File: config.mk
export PLATFORM = sky130hd
export DESIGN_NAME = ultrasonic_echo_ranger_flat
export DESIGN_NICKNAME = d
export VERILOG_FILES = /design/src/design/uer_pkg.sv /design/src/design/uer_if.sv /design/src/design/uer_cfg_regs.sv /design/src/design/ultrasonic_echo_ranger.sv /design/src/flat_wrapper.sv
export SDC_FILE = /design/constraint.sdc
export NUM_CORES = 1
export LEC_CHECK = 0
export ABC_AREA = 1
export BUFFER_PORTS_ARGS = -buffer_cell sky130_fd_sc_hd__buf_4
export CAP_MARGIN = 10
export CORE_MARGIN = 5
export CORE_UTILIZATION = 48
export DETAILED_ROUTE_END_ITERATION = 16
export PLACE_DENSITY = 0.7
export SYNTH_ARGS = -nofsm -noshare
export SYNTH_HDL_FRONTEND = slang
export SYNTH_HIERARCHICAL = 1
export SYNTH_SLANG_ARGS = --single-unit
File: constraint.sdc
create_clock -name clk -period 5.9 [get_ports clk]
set_input_delay 1.18 -clock clk [delete_from_list [all_inputs] [get_ports clk]]
set_output_delay 1.18 -clock clk [all_outputs]
set_load 0.05 [all_outputs]
File: src/design/uer_pkg.sv
// ----------------------------------------------------------------------------
// uer_pkg
// Shared types, register map and conversion helpers for the echo ranger.
// ----------------------------------------------------------------------------
package uer_pkg;

    // Measurement phases
    typedef enum logic [1:0] {
        PH_IDLE = 2'd0,
        PH_TRIG = 2'd1,
        PH_WAIT = 2'd2,
        PH_MEAS = 2'd3
    } phase_t;

    // Result status codes
    localparam logic [1:0] ST_OK       = 2'd0;
    localparam logic [1:0] ST_NO_ECHO  = 2'd1;
    localparam logic [1:0] ST_OVERFLOW = 2'd2;

    // Register indexes (byte address = 4 * index)
    localparam logic [1:0] REG_TRIGGER_TICKS   = 2'd0;
    localparam logic [1:0] REG_TIMEOUT_SECONDS = 2'd1;
    localparam logic [1:0] REG_MAX_TICKS       = 2'd2;
    localparam logic [1:0] REG_NEAR_CM         = 2'd3;

    // Register reset values
    localparam logic [7:0]  TRIGGER_TICKS_RST   = 8'd3;
    localparam logic [7:0]  TIMEOUT_SECONDS_RST = 8'd2;
    localparam logic [15:0] MAX_TICKS_RST       = 16'd3556;
    localparam logic [7:0]  NEAR_CM_RST         = 8'd8;

    // Conversion constants
    localparam int unsigned TICKS_PER_CM = 14;
    localparam logic [7:0]  DIST_MAX     = 8'd255;
    localparam logic [7:0]  SECONDS_MAX  = 8'd255;
    // Smallest tick count whose distance no longer fits in 8 bits
    localparam logic [15:0] SAT_TICKS    = 16'(256 * TICKS_PER_CM);
    // ceil(2^16 / 14): exact floor quotient for counts below SAT_TICKS
    localparam logic [12:0] RECIP_14     = 13'd4682;

    // Configuration register set
    typedef struct packed {
        logic [7:0]  trigger_ticks;
        logic [7:0]  timeout_seconds;
        logic [15:0] max_ticks;
        logic [7:0]  near_cm;
    } cfg_t;

    // Convert a clamped tick count to centimeters, saturating at 255
    function automatic logic [7:0] ticks_to_cm(input logic [15:0] ticks);
        logic [24:0] prod;
        prod = ticks[11:0] * RECIP_14;
        if (ticks >= SAT_TICKS)
            return DIST_MAX;
        else
            return prod[23:16];
    endfunction

endpackage

File: src/design/uer_if.sv
// ----------------------------------------------------------------------------
// uer_if
// Valid/ready channels for tick samples and ranging results.
// ----------------------------------------------------------------------------
interface uer_in_if;
    logic valid;
    logic ready;
    logic start_req;
    logic echo;
    logic second_tick;

    modport source (output valid, start_req, echo, second_tick, input ready);
    modport sink   (input valid, start_req, echo, second_tick, output ready);
endinterface

interface uer_out_if;
    logic       valid;
    logic       ready;
    logic       trigger;
    logic       done_res;
    logic [7:0] distance;
    logic [1:0] status;
    logic       near;

    modport source (output valid, trigger, done_res, distance, status, near,
                    input ready);
    modport sink   (input valid, trigger, done_res, distance, status, near,
                    output ready);
endinterface

File: src/design/uer_cfg_regs.sv
// ----------------------------------------------------------------------------
// uer_cfg_regs
// APB-style register file holding the ranging configuration.
// ----------------------------------------------------------------------------
module uer_cfg_regs
    import uer_pkg::*;
(
    input  logic        clk,
    input  logic        rst_n,
    input  logic        psel,
    input  logic        penable,
    input  logic        pwrite,
    input  logic [3:0]  paddr,
    input  logic [31:0] pwdata,
    output logic [31:0] prdata,
    output logic        pready,
    output cfg_t        cfg
);

    cfg_t       cfg_reg;
    logic       wr_en;
    logic [1:0] reg_idx;

    assign pready  = 1'b1;
    assign wr_en   = psel && penable && pwrite && pready;
    assign reg_idx = paddr[3:2];
    assign cfg     = cfg_reg;

    // Write registers on the access phase
    always_ff @(posedge clk or negedge rst_n)
    begin
        if (!rst_n)
        begin
            cfg_reg.trigger_ticks   <= TRIGGER_TICKS_RST;
            cfg_reg.timeout_seconds <= TIMEOUT_SECONDS_RST;
            cfg_reg.max_ticks       <= MAX_TICKS_RST;
            cfg_reg.near_cm         <= NEAR_CM_RST;
        end
        else if (wr_en)
        begin
            case (reg_idx)
                REG_TRIGGER_TICKS:   cfg_reg.trigger_ticks   <= pwdata[7:0];
                REG_TIMEOUT_SECONDS: cfg_reg.timeout_seconds <= pwdata[7:0];
                REG_MAX_TICKS:       cfg_reg.max_ticks       <= pwdata[15:0];
                REG_NEAR_CM:         cfg_reg.near_cm         <= pwdata[7:0];
                default:             ;
            endcase
        end
    end

    // Read back the addressed register
    always_comb
    begin
        case (reg_idx)
            REG_TRIGGER_TICKS:   prdata = {24'd0, cfg_reg.trigger_ticks};
            REG_TIMEOUT_SECONDS: prdata = {24'd0, cfg_reg.timeout_seconds};
            REG_MAX_TICKS:       prdata = {16'd0, cfg_reg.max_ticks};
            REG_NEAR_CM:         prdata = {24'd0, cfg_reg.near_cm};
            default:             prdata = 32'd0;
        endcase
    end

endmodule

File: src/design/ultrasonic_echo_ranger.sv
// ----------------------------------------------------------------------------
// ultrasonic_echo_ranger
// Ultrasonic ranging controller advanced by one tick sample per transfer.
// Result: registered into the output register on each input transfer.
// Throughput: one tick per cycle while the output register is free or draining;
// the phase register and counters are updated in a single pass, and sink backpressure stalls the input.
// Reset: async active low; idle phase, counters zero, registers at defaults.
// ----------------------------------------------------------------------------
module ultrasonic_echo_ranger
    import uer_pkg::*;
#(
    parameter int COUNT_WIDTH = 16
)
(
    input  logic         clk,
    input  logic         rst_n,
    input  logic         psel,
    input  logic         penable,
    input  logic         pwrite,
    input  logic [3:0]   paddr,
    input  logic [31:0]  pwdata,
    output logic [31:0]  prdata,
    output logic         pready,
    uer_in_if.sink       in_ch,
    uer_out_if.source    out_ch
);

    localparam int CMP_W = (COUNT_WIDTH > 16) ? COUNT_WIDTH : 16;
    localparam logic [COUNT_WIDTH-1:0] COUNT_ALL_ONES = '1;

    cfg_t cfg;

    phase_t                 phase_reg, phase_next;
    logic [COUNT_WIDTH-1:0] pulse_ticks_reg, pulse_ticks_next;
    logic [7:0]             seconds_waited_reg, seconds_waited_next;
    logic [7:0]             trigger_left_reg, trigger_left_next;

    logic       out_valid_reg;
    logic       trigger_reg, done_res_reg, near_reg;
    logic [7:0] distance_reg;
    logic [1:0] status_reg;

    logic       res_trigger, res_done, res_near;
    logic [7:0] res_distance;
    logic [1:0] res_status;

    logic             accept;
    logic [7:0]       trig_len;
    logic [7:0]       seconds_inc;
    logic             timeout_hit;
    logic             count_full;
    logic [CMP_W-1:0] pulse_ext, max_ext;
    logic [15:0]      clamped;
    logic [7:0]       meas_cm;

    uer_cfg_regs u_cfg_regs (
        .clk     (clk),
        .rst_n   (rst_n),
        .psel    (psel),
        .penable (penable),
        .pwrite  (pwrite),
        .paddr   (paddr),
        .pwdata  (pwdata),
        .prdata  (prdata),
        .pready  (pready),
        .cfg     (cfg)
    );

    // Take a tick whenever the output register is free or draining
    assign in_ch.ready = !out_valid_reg || out_ch.ready;
    assign accept      = in_ch.valid && in_ch.ready;

    // Shared conditions
    assign trig_len    = (cfg.trigger_ticks == 8'd0) ? 8'd1 : cfg.trigger_ticks;
    assign seconds_inc = (seconds_waited_reg == SECONDS_MAX) ? SECONDS_MAX
                                                             : seconds_waited_reg + 8'd1;
    assign timeout_hit = seconds_inc >= cfg.timeout_seconds;
    assign count_full  = pulse_ticks_reg == COUNT_ALL_ONES;

    // Clamp the pulse width and convert to centimeters
    assign pulse_ext = CMP_W'(pulse_ticks_reg);
    assign max_ext   = CMP_W'(cfg.max_ticks);
    assign clamped   = (pulse_ext > max_ext) ? cfg.max_ticks : pulse_ext[15:0];
    assign meas_cm   = ticks_to_cm(clamped);

    // Next state
    always_comb
    begin
        phase_next          = phase_reg;
        pulse_ticks_next    = pulse_ticks_reg;
        seconds_waited_next = seconds_waited_reg;
        trigger_left_next   = trigger_left_reg;
        case (phase_reg)
            PH_IDLE:
            begin
                if (in_ch.start_req)
                begin
                    seconds_waited_next = 8'd0;
                    pulse_ticks_next    = '0;
                    trigger_left_next   = trig_len - 8'd1;
                    phase_next          = (trig_len == 8'd1) ? PH_WAIT : PH_TRIG;
                end
            end
            PH_TRIG:
            begin
                if (trigger_left_reg <= 8'd1)
                begin
                    trigger_left_next = 8'd0;
                    phase_next        = PH_WAIT;
                end
                else
                begin
                    trigger_left_next = trigger_left_reg - 8'd1;
                end
            end
            PH_WAIT:
            begin
                if (in_ch.echo)
                begin
                    pulse_ticks_next = '0;
                    phase_next       = PH_MEAS;
                end
                else if (in_ch.second_tick)
                begin
                    seconds_waited_next = seconds_inc;
                    if (timeout_hit)
                        phase_next = PH_IDLE;
                end
            end
            PH_MEAS:
            begin
                if (in_ch.echo)
                begin
                    if (count_full)
                    begin
                        pulse_ticks_next = '0;
                        phase_next       = PH_IDLE;
                    end
                    else
                    begin
                        pulse_ticks_next = pulse_ticks_reg + COUNT_WIDTH'(1);
                    end
                end
                else
                begin
                    phase_next = PH_IDLE;
                end
            end
            default: phase_next = PH_IDLE;
        endcase
    end

    // Result fields for this tick
    always_comb
    begin
        res_trigger  = 1'b0;
        res_done     = 1'b0;
        res_distance = 8'd0;
        res_status   = ST_OK;
        case (phase_reg)
            PH_IDLE:
                res_trigger = in_ch.start_req;
            PH_TRIG:
                res_trigger = 1'b1;
            PH_WAIT:
            begin
                if (!in_ch.echo && in_ch.second_tick && timeout_hit)
                begin
                    res_done   = 1'b1;
                    res_status = ST_NO_ECHO;
                end
            end
            PH_MEAS:
            begin
                if (!in_ch.echo)
                begin
                    res_done     = 1'b1;
                    res_distance = meas_cm;
                end
                else if (count_full)
                begin
                    res_done     = 1'b1;
                    res_distance = DIST_MAX;
                    res_status   = ST_OVERFLOW;
                end
            end
            default: ;
        endcase
        res_near = res_done && (res_distance <= cfg.near_cm);
    end

    // Advance state on each transfer
    always_ff @(posedge clk or negedge rst_n)
    begin
        if (!rst_n)
        begin
            phase_reg          <= PH_IDLE;
            pulse_ticks_reg    <= '0;
            seconds_waited_reg <= 8'd0;
            trigger_left_reg   <= 8'd0;
        end
        else if (accept)
        begin
            phase_reg          <= phase_next;
            pulse_ticks_reg    <= pulse_ticks_next;
            seconds_waited_reg <= seconds_waited_next;
            trigger_left_reg   <= trigger_left_next;
        end
    end

    // Hold the result until the sink takes it
    always_ff @(posedge clk or negedge rst_n)
    begin
        if (!rst_n)
            out_valid_reg <= 1'b0;
        else if (accept)
            out_valid_reg <= 1'b1;
        else if (out_ch.ready)
            out_valid_reg <= 1'b0;
    end

    always_ff @(posedge clk)
    begin
        if (accept)
        begin
            trigger_reg  <= res_trigger;
            done_res_reg <= res_done;
            distance_reg <= res_distance;
            status_reg   <= res_status;
            near_reg     <= res_near;
        end
    end

    assign out_ch.valid    = out_valid_reg;
    assign out_ch.trigger  = trigger_reg;
    assign out_ch.done_res = done_res_reg;
    assign out_ch.distance = distance_reg;
    assign out_ch.status   = status_reg;
    assign out_ch.near     = near_reg;

`ifndef SYNTHESIS
    // A reported result always returns the ranger to idle
    a_done_to_idle: assert property (@(posedge clk) disable iff (!rst_n)
        (accept && res_done) |=> (phase_reg == PH_IDLE))
        else $error("result did not return to idle");

    // Overflow results carry the saturated distance
    a_ovf_dist: assert property (@(posedge clk) disable iff (!rst_n)
        (out_valid_reg && status_reg == ST_OVERFLOW) |-> (distance_reg == DIST_MAX))
        else $error("overflow without saturated distance");

    // Non-result ticks carry zeroed result fields
    a_idle_fields: assert property (@(posedge clk) disable iff (!rst_n)
        (out_valid_reg && !done_res_reg) |->
        (distance_reg == 8'd0 && status_reg == ST_OK && !near_reg))
        else $error("result fields set without done");

    // Trigger is driven only while starting or in the trigger phase
    a_trig_phase: assert property (@(posedge clk) disable iff (!rst_n)
        (accept && res_trigger) |-> (phase_reg == PH_IDLE || phase_reg == PH_TRIG))
        else $error("trigger driven outside trigger phase");
`endif

endmodule
File: src/flat_wrapper.sv
// flat-port wrapper written by rule: the top's interface ports become plain ports
module ultrasonic_echo_ranger_flat import uer_pkg::*;
#(
    parameter int COUNT_WIDTH = 16
)
  (clk, rst_n, psel, penable, pwrite, paddr, pwdata, prdata, pready, in_ch_valid, in_ch_start_req, in_ch_echo, in_ch_second_tick, in_ch_ready, out_ch_valid, out_ch_trigger, out_ch_done_res, out_ch_distance, out_ch_status, out_ch_near, out_ch_ready);
  uer_in_if in_ch_i ();
  uer_out_if out_ch_i ();
  input  logic clk;
  input  logic rst_n;
  input  logic psel;
  input  logic penable;
  input  logic pwrite;
  input  logic [3:0] paddr;
  input  logic [31:0] pwdata;
  output logic [31:0] prdata;
  output logic pready;
  input wire logic [$bits(in_ch_i.valid)-1:0] in_ch_valid;
  input wire logic [$bits(in_ch_i.start_req)-1:0] in_ch_start_req;
  input wire logic [$bits(in_ch_i.echo)-1:0] in_ch_echo;
  input wire logic [$bits(in_ch_i.second_tick)-1:0] in_ch_second_tick;
  output wire logic [$bits(in_ch_i.ready)-1:0] in_ch_ready;
  output wire logic [$bits(out_ch_i.valid)-1:0] out_ch_valid;
  output wire logic [$bits(out_ch_i.trigger)-1:0] out_ch_trigger;
  output wire logic [$bits(out_ch_i.done_res)-1:0] out_ch_done_res;
  output wire logic [$bits(out_ch_i.distance)-1:0] out_ch_distance;
  output wire logic [$bits(out_ch_i.status)-1:0] out_ch_status;
  output wire logic [$bits(out_ch_i.near)-1:0] out_ch_near;
  input wire logic [$bits(out_ch_i.ready)-1:0] out_ch_ready;
  assign in_ch_i.valid = in_ch_valid;
  assign in_ch_i.start_req = in_ch_start_req;
  assign in_ch_i.echo = in_ch_echo;
  assign in_ch_i.second_tick = in_ch_second_tick;
  assign in_ch_ready = in_ch_i.ready;
  assign out_ch_valid = out_ch_i.valid;
  assign out_ch_trigger = out_ch_i.trigger;
  assign out_ch_done_res = out_ch_i.done_res;
  assign out_ch_distance = out_ch_i.distance;
  assign out_ch_status = out_ch_i.status;
  assign out_ch_near = out_ch_i.near;
  assign out_ch_i.ready = out_ch_ready;
  ultrasonic_echo_ranger #(.COUNT_WIDTH(COUNT_WIDTH)) u_core (.clk(clk), .rst_n(rst_n), .psel(psel), .penable(penable), .pwrite(pwrite), .paddr(paddr), .pwdata(pwdata), .prdata(prdata), .pready(pready), .in_ch(in_ch_i), .out_ch(out_ch_i));
endmodule
==> flow_summary.json <==
{
  "syn_inst": 1032,
  "clock_path_buffers": 2,
  "rsz0062_at_grt": "true",
  "core_area_mm2": 0.0163,
  "ctsHtreeMaxLevel": 3,
  "first_pass_iters": 7,
  "violations": "negative setup slack",
  "die_h_um": 138,
  "fin_area_mm2": 0.0103,
  "finalNonFillerCells": 1433,
  "ys_ff_latch": 88,
  "ioPinCount": 94,
  "finalCriticalPeriod_ps": 6020,
  "via_per_inst": 5.09,
  "drtIter0Drc": 444,
  "place_hpwl_um": 15400,
  "hp-class": "flop to flop",
  "path_clk_slew_ps": 60,
  "wl_per_cell_um": 14.5,
  "grt_pass1_wl_um": 33900,
  "synth_cell_types": 53,
  "arrival_ps": 6110,
  "drc": 0,
  "initial_core_util_pct": 48.3,
  "antenna_found_initial": 0,
  "final_layout_size_suffix_gt1_share_pct": 30.3,
  "final_nets": 1379,
  "place_congestion": 0.888,
  "synth_compound_area_share_pct": 10.2,
  "min_from": "u_core/u_cfg_regs/cfg[25]",
  "die_w_um": 138,
  "grt_use_total_pct": 21.3,
  "clock_skew_ps": 12.1,
  "synth-simple-area-share_pct": 27.4,
  "timing.setup.tns_ps": -125,
  "timing.final.hold_violations": 0,
  "ff2ff_path_depth": 30,
  "p_leak_nw": 5.31,
  "vias": 7289,
  "yosysTopAreaCell": "dfrtp_1",
  "area_delta_synth_final_pct": 30.5,
  "synth_xor_area_share_pct": 0.776,
  "dieArea_mm2": 0.0191,
  "cts.sinks": 88,
  "overflow": 0,
  "worst_pin_slew_ps": 1040,
  "slew_headroom_pct": 30.6,
  "largest_register_ffs": 40,
  "synth_top_area_share_pct": 20.3,
  "synthTopCellsByArea": "dfrtp_1, ha_1, nand2_1",
  "netlist_area_mm2": 0.00790,
  "avgSynthCellArea_um2": 7.66,
  "antenna_left": 0,
  "worst_setup_path_start_kind": "flop",
  "insertion_delay_ps": 350,
  "power_density_mw_per_mm2": 277,
  "setup_viol": 2,
  "dp_slack_ps": -424,
  "ir_drop_mv": 0.176,
  "multi_input_area_mm2": 0.00544,
  "slowest_stage": "dfstp_2",
  "placed_area_mm2": 0.00923,
  "fin_crit_sh_pct": 102,
  "drv_slew": 0,
  "synth_top_family_by_area": "simple AND/OR/NAND/NOR gates",
  "critPathKind": "flop to flop",
  "most-common-layout-cells": "nand2_1, buf_4, inv_1",
  "cts_buffers": 9,
  "crit_required_ps": 5990,
  "holdPathStages": 2,
  "diodes": 0,
  "r2r_start": "u_core/u_cfg_regs/cfg[19]",
  "critPathMaxStageDelay_ps": 530,
  "core.rowCount": 47,
  "synthAdderAreaFrac_pct": 21.5,
  "ys_seq_area_share_pct": 28.9,
  "portBuffers": 58,
  "crit_fanout": 8,
  "synth-async-reset-ratio_pct": 85.2,
  "ctsRootBufferMaster": "clkbuf_16",
  "rr_endpoint": "u_core/out_ch.near",
  "detail_route.wirelength_um": 20800,
  "grt_max_degree": 76,
  "reg2reg_setup_slack_ps": -120,
  "min_delay_worst_endpoint": "u_core/u_cfg_regs/cfg[25]",
  "yosysWarnings": 6,
  "dp_cells": 1399,
  "total_power_mw": 2.86,
  "setup_ws_ps": -120,
  "max_freq_ghz": 0.166,
  "grt_pass1_vias": 7147,
  "crit_path_end_kind": "flop",
  "status": "finished with violations",
  "final_common_cell": "nand2_1",
  "seq_area_mm2": 0.00228,
  "cts_tree": "done",
  "muxShareOfSynthArea_pct": 0,
  "synth_top_flop_cell": "dfrtp_1",
  "maxCapViolCount": 0,
  "synth_edf_count": 13,
  "num-fill-cells": 1445
}
## critical path, delay by kind of cell (launching register included)
family                     cells  cell delay (ps)
buffers and inverters          5              260
adders and majority gates      7             2560
and+or+nand+nor               13             1640
AOI/OAI and AO/OA              5              740
DFF                            1              530
## how the worst max path moves through the flow
stage	from	end	slack, ps	depth (start not counted)
after floorplan	u_core/u_cfg_regs/cfg[13]	u_core/out_ch.near	5	35
after global placement	u_core/u_cfg_regs/cfg[15]	u_core/out_ch.near	-340	33
after detailed placement	u_core/u_cfg_regs/cfg[15]	u_core/out_ch.near	-420	33
after CTS	u_core/u_cfg_regs/cfg[16]	u_core/out_ch.near	-110	30
after global routing	u_core/u_cfg_regs/cfg[15]	u_core/out_ch.near	-480	34
final	u_core/u_cfg_regs/cfg[19]	u_core/out_ch.near	-120	30
## stage by stage
step | hold slack, ps | util, %
final | 479 | 63.1
after global routing | 501 | 63.1
after CTS | 480 | 61.6
after detailed placement | 470 | 56.5
after global placement | 463 | 56.5
after floorplan | 449 | -
## layout make-up
type,count,area share [%]
Inverter,176,6.48
Tap cell,220,2.67
Clock buffer,12,2.69
Multi-Input combinational cell,756,52.7
Clock inverter,4,0.230
Sequential cell,88,22.1
Timing Repair Buffer,177,13.1
## power by group
group	switching [mW]	internal [mW]
combinational	0.839	0.576
clock	0.245	0.334
sequential	0.112	0.750
## kinds of logic after synthesis
group	count (synthesis)
other	2
adder cells (fa/ha/maj)	125
AO/OA/AOI/OAI	139
XOR/XNOR	7
buffers and inverters	204
flip-flops	88
AND/OR/NAND/NOR	467
## synthesized netlist by cell type (4+ instances only)
cell	count
dfrtp_1	64
nor3_1	16
o22ai_1	5
ha_1	107
dfstp_2	11
a21oi_1	51
buf_4	19
nor2_1	81
o21ai_0	46
inv_2	13
buf_2	4
edfxtp_1	13
nand4_1	17
nand2_4	5
buf_6	4
nand3_1	49
nand2_1	249
nand2_2	16
xor2_1	4
inv_1	161
a21o_1	4
nor4_1	8
a31oi_1	11
nor2_4	7
fa_1	18
## repair_timing
| item | CTS | global route |
|---|---|---|
| setup endpoints to repair | 1 | 2 |
| pin swaps | 48 | 48 |
| gates resized for setup | 74 | 45 |
| hold buffers | 0 | 0 |
| setup buffers | 14 | 3 |
| gates cloned | 1 | 0 |
## metal layers
layer | GRT usage [%] | vias up | part of all wire, %
met5 | 0 | - | 0
met4 | 5.98 | 0 | 1.9
met3 | 4.25 | 34 | 4.7
met2 | 35.5 | 183 | 48
met1 | 28.4 | 3386 | 45
li1 | - | 3686 | -
No activity file was read; power rests on OpenSTA's default activity.
